<file path="src/design/wcm_pkg.sv">
`timescale 1ns / 1ps
// Shared constants, types and tables of the wavetable channel mixer.
package wcm_pkg;

  localparam int NUM_CHANNELS    = 16;
  localparam int NUM_INSTRUMENTS = 8;
  localparam int WAVE_DEPTH      = 64;

  localparam int CH_W     = (NUM_CHANNELS > 1) ? $clog2(NUM_CHANNELS) : 1;
  localparam int INS_W    = 3;
  localparam int IDX_W    = 6;
  localparam int LEN_W    = 7;
  localparam int PHASE_W  = 16;
  localparam int VOL_W    = 7;
  localparam int STEP_W   = 13;
  localparam int SAMPLE_W = 16;
  localparam int NOTE_W   = 7;
  localparam int PER_W    = 15;

  localparam int RAMP_LEN       = 64;
  localparam int MAX_NOTE       = 84;
  localparam int STEP_NUMERATOR = 474400;

  localparam int DIV_NUM_W = 19;
  localparam int DIV_DEN_W = 16;
  localparam int DIV_CNT_W = $clog2(DIV_NUM_W + 1);

  localparam int WAVE_ADDR_W = INS_W + IDX_W;

  typedef struct packed {
    logic [PHASE_W-1:0] phase;
    logic [VOL_W-1:0]   vol;
    logic [STEP_W-1:0]  step;
    logic [INS_W-1:0]   ins;
    logic               gate;
  } chan_entry_t;

  typedef struct packed {
    logic                 start;
    logic [DIV_NUM_W-1:0] num;
    logic [DIV_DEN_W-1:0] den;
  } div_req_t;

  typedef struct packed {
    logic                 done;
    logic [DIV_NUM_W-1:0] quo;
    logic [DIV_DEN_W-1:0] rem;
  } div_rsp_t;

  // Ten times the semitone period.
  function automatic logic [PER_W-1:0] period_x10(input logic [3:0] semi);
    logic [PER_W-1:0] p;
    case (semi)
      4'd0:    p = 15'd10240;
      4'd1:    p = 15'd10850;
      4'd2:    p = 15'd11490;
      4'd3:    p = 15'd12180;
      4'd4:    p = 15'd12900;
      4'd5:    p = 15'd13670;
      4'd6:    p = 15'd14480;
      4'd7:    p = 15'd15340;
      4'd8:    p = 15'd16250;
      4'd9:    p = 15'd17220;
      4'd10:   p = 15'd18250;
      4'd11:   p = 15'd19330;
      default: p = 15'd10240;
    endcase
    return p;
  endfunction

  // Period for a note: octave from seven threshold compares, semitone from the remainder.
  function automatic logic [PER_W-1:0] note_period(input logic [NOTE_W-1:0] note);
    logic [NOTE_W-1:0] ns;
    logic [2:0]        oct;
    logic [NOTE_W-1:0] semi;
    ns  = (note > NOTE_W'(MAX_NOTE)) ? NOTE_W'(MAX_NOTE) : note;
    oct = '0;
    for (int j = 0; j < 7; j++) begin
      if (ns > NOTE_W'(12 * j)) oct = oct + 3'd1;
    end
    semi = NOTE_W'(12 * oct) - ns;
    return period_x10(semi[3:0]) >> (3'd7 - oct);
  endfunction

  // Power-up waveform of instrument 0.
  function automatic logic [SAMPLE_W-1:0] ramp_word(input logic [IDX_W-1:0] idx);
    logic [SAMPLE_W-1:0] w;
    w = SAMPLE_W'({idx, 3'b000});
    if (idx == IDX_W'(31)) w = SAMPLE_W'(255);
    else if (idx == IDX_W'(32)) w = '0;
    else if (idx > IDX_W'(32)) w = w - SAMPLE_W'(512);
    return w;
  endfunction

endpackage

</file>
<file path="src/design/wcm_chan_mem.sv">
`timescale 1ns / 1ps
// Per-channel state memory with registered read and per-entry valid bits.
module wcm_chan_mem import wcm_pkg::*; (
  input  logic            clk,
  input  logic            rst,
  input  logic            rd_en,
  input  logic [CH_W-1:0] rd_addr,
  input  logic            wr_en,
  input  logic [CH_W-1:0] wr_addr,
  input  chan_entry_t     wr_data,
  output chan_entry_t     rd_data
);

  chan_entry_t             mem [NUM_CHANNELS];
  logic [NUM_CHANNELS-1:0] valid;
  chan_entry_t             rd_q;
  logic                    rd_valid;

  always_ff @(posedge clk) begin
    if (wr_en) mem[wr_addr] <= wr_data;
    if (rd_en) rd_q <= mem[rd_addr];
  end

  always_ff @(posedge clk) begin
    if (rst) begin
      valid    <= '0;
      rd_valid <= 1'b0;
    end else begin
      if (wr_en) valid[wr_addr] <= 1'b1;
      if (rd_en) rd_valid <= valid[rd_addr];
    end
  end

  // Unwritten entries read as the reset value.
  assign rd_data = rd_valid ? rd_q : '0;

endmodule

</file>
<file path="config.mk">
export PLATFORM = sky130hd
export DESIGN_NAME = wcm_chan_mem
export DESIGN_NICKNAME = d
export VERILOG_FILES = /design/src/design/wcm_pkg.sv /design/src/design/wcm_chan_mem.sv
export SDC_FILE = /design/constraint.sdc
export NUM_CORES = 1
export LEC_CHECK = 0
export BUFFER_PORTS_ARGS = -buffer_cell sky130_fd_sc_hd__buf_2
export CORE_UTILIZATION = 30
export DETAILED_ROUTE_END_ITERATION = 8
export HOLD_SLACK_MARGIN = 0.02
export PLACE_DENSITY = 0.48
export SYNTH_ARGS = -nofsm -noshare
export SYNTH_HDL_FRONTEND = slang
export SYNTH_SLANG_ARGS = --single-unit
</file>
<file path="constraint.sdc">
create_clock -name clk -period 6.3 [get_ports clk]
set_clock_uncertainty 0.1 [all_clocks]
set_input_delay 0.63 -clock clk [delete_from_list [all_inputs] [get_ports clk]]
set_output_delay 0.63 -clock clk [all_outputs]
set_load 0.01 [all_outputs]
</file>
==> impl_results.md <==
* Outcome: complete, no violations
* Max rail drop VDD at 0.158 mV
* Nets@finish at 1252
* Remaining Overflow, GRT at 0
* CP Class: reg2out
* Worst-Margin Slew at 1060 ps
* Most common cell after layout, fill and taps aside: edfxtp_1
* Worst Setup SP: rd_valid
* Reg-to-Reg End: rd_q[22]
* Cell count of the worst reg-to-reg path at 2
* TritonCTS clock tree: built
* Core area at 85800 um2
* Final min period at 2810 ps
* DR pass1 iterations at 4
* Pins Over Slew Limit at 0
* Die X-Extent at 297 um
* Avg WL per Cell at 25.9 um
* Final-layout fill cell count at 7814
* Routability cong. at 0.675
* Final Hold Fails at 0
* CP max FO at 30
* Fin area at 30300 um2
* Clock latency on the worst-skew pair at 590 ps
* TNS Setup at 0 ps
* Syn-to-layout area delta at 15.9%
* Routed vias at between 10000 and 15000
* Hold Slack at around 310 ps
* Placement Cell Area at 28100 um2
* Clock-pin slew on the worst setup and hold paths at 60 ps
* Final antenna-violating net count at 0
* Library cells used by synthesis at 22
* Vias/cell at 4.75
* Clk sinks at 697
* Largest net degree at the start of global routing at 74
* Routed wire length at 62000 um
* Max clock buf depth at 3
* Worst Path Required at 5570 ps
* Max-slew headroom at 0.294
* Clock Tree Root: clkbuf_16
* CP cell instances: buf_4 -> and2_1 -> buf_2
* Num rows at 107
* Placed Cells at around 2300
* Crit-path max cell delay at 500 ps
* Synth warn at 0
* H-tree levels at 3
* Synthesized cell area at 26200 um2
* Initial core utilization at 0.305
* First-pass GRT wire length at roughly 89000 um
* RSZ-0062 raised after global routing: no
* Total CTS buffers at 73
* Slowest-stage cell, CP: dfxtp_2
* Worst EP arrival at 2080 ps
* Total die area at 88500 um2
* Worst Setup Start Kind: register
* Hold buffer count at cts at 0
* Commonest non-fill, non-tap cells in the layout: 680 x edfxtp_1, 202 x mux4_2, 88 x buf_2
* Crit path capture: rd_data[9]
* Final period util at 0.446
* Reg2Reg Launch Point: mem[15][22]
* Syn_nets at 1113
* Placed wire-length estimate at 28600 um
* Post-synthesis sequential area ratio at 0.793
* Fmax at 356 MHz
* Critical Path Sink Type: output port
* Drc violations at 0
* All-Layer GR Usage at 0.141
* Number of antenna violations at the first check in global routing at 9
* # Post-CTS Setup Buffers at 0
* Share of layout cells above drive strength 1 at 0.342
* IO Count at 92
* Final setup fails at 0
* Worst Hold Class: in2reg
* Post-CTS sizing at 0
* Syn Area/Cell at 24.7 um2
* PortBufs at 91
* Leak pwr at 0.00949 uW
* Initial drt markers at 980
* Max-cap viol count at 0
* Post-Syn Instances at 1061
* Pwr dens at 320 nW/um2
* Synth Register Bits at 697
* Die H at approximately 300 um
* Vias in the first global route at 12400
* Setup slack, reg-to-reg at between 4000 and 5000 ps
* Post-Layout Cell Count at 2399
==> layout make-up <==
type | instances | area [um2] | area share
sequential | 697 | 20800 | 0.684
multi-input combinational | 312 | 5250 | 0.173
clock buffer | 102 | 2040 | 0.0673
tap | 1144 | 1430 | 0.0472
timing repair buffer | 116 | 674 | 0.0222
clock inverter | 26 | 176 | 0.00581
antenna | 2 | 5.00 | 0.000165
==> through the flow <==
step	power (uW)	worst slack, ps	utilization
after floorplan	5600	1780	-
after global placement	5790	2870	0.328
after detailed placement	5800	2870	0.328
after CTS	9840	3370	0.353
after global routing	10000	3310	0.353
final	9710	3490	0.354
==> registers in the layout (all words and copies together) (netlist names) <==
signal    flops
rd_valid      1
rd_q         40
mem         640
valid        16
==> metal layers <==
metal | up-vias | GRT usage | share of wire
met2 | 241 | 0.222 | 0.47
met3 | 80 | 0.0248 | 0.045
met1 | 6261 | 0.204 | 0.47
met4 | 6 | 0.0356 | 0.015
met5 | - | 0 | 0.00055
li1 | 4810 | - | -
==> cells in the mapped netlist <==
| cell | instances | area [um2] |
|---|---|---|
| buf_2 | 12 | 60.1 |
| or3b_2 | 1 | 8.76 |
| edfxtp_1 | 680 | 20400 |
| buf_1 | 5 | 18.8 |
| buf_4 | 1 | 7.51 |
| or3b_1 | 1 | 8.76 |
| nor3_1 | 4 | 20.0 |
| nand2b_1 | 2 | 12.5 |
| nand3_1 | 1 | 5.00 |
| clkbuf_1 | 25 | 93.8 |
| nor2b_1 | 1 | 6.26 |
| buf_6 | 9 | 101 |
| mux2i_1 | 4 | 40.0 |
| dfxtp_1 | 17 | 340 |
| a221oi_1 | 2 | 17.5 |
| and2_1 | 40 | 250 |
| nor2_1 | 47 | 176 |
| a22oi_1 | 1 | 7.51 |
| mux4_2 | 202 | 4550 |
| nand3b_1 | 3 | 22.5 |
| o211ai_1 | 1 | 7.51 |
| nand2_1 | 2 | 7.51 |
==> power by group <==
part / leakage (uW) / internal, uW / switching [uW]
Combinational: 0.00209 / 194 / 251
Sequential: 0.00631 / 5210 / 29.2
Clock: 0.00109 / 2340 / 1690
==> worst max-delay path: cells and delay by family, from the launching register on <==
family	cells	cell delay, ps
simple gates	1	340
flops	1	500
buf+inv	2	640
==> worst min path at each step <==
stage               start          to  slack [ps]  cells after the start
3_5_place_dp    valid[13]   valid[13]         360                      2
6_report              rst    valid[2]         310                      2
3_3_place_gp    valid[15]   valid[15]         350                      2
2_1_floorplan   valid[11]   valid[11]         330                      2
5_1_grt        wr_data[7]  mem[11][7]         300                      1
4_1_cts               rst    valid[0]         250                      2
==> cells by family after synthesis <==
logic type	share of synthesized area
and+or+nand+nor	0.0198
DFF	0.793
buffers and inverters	0.0108
muxes	0.175
AOI/OAI and AO/OA	0.00124
(Power assumes the default switching activity.)
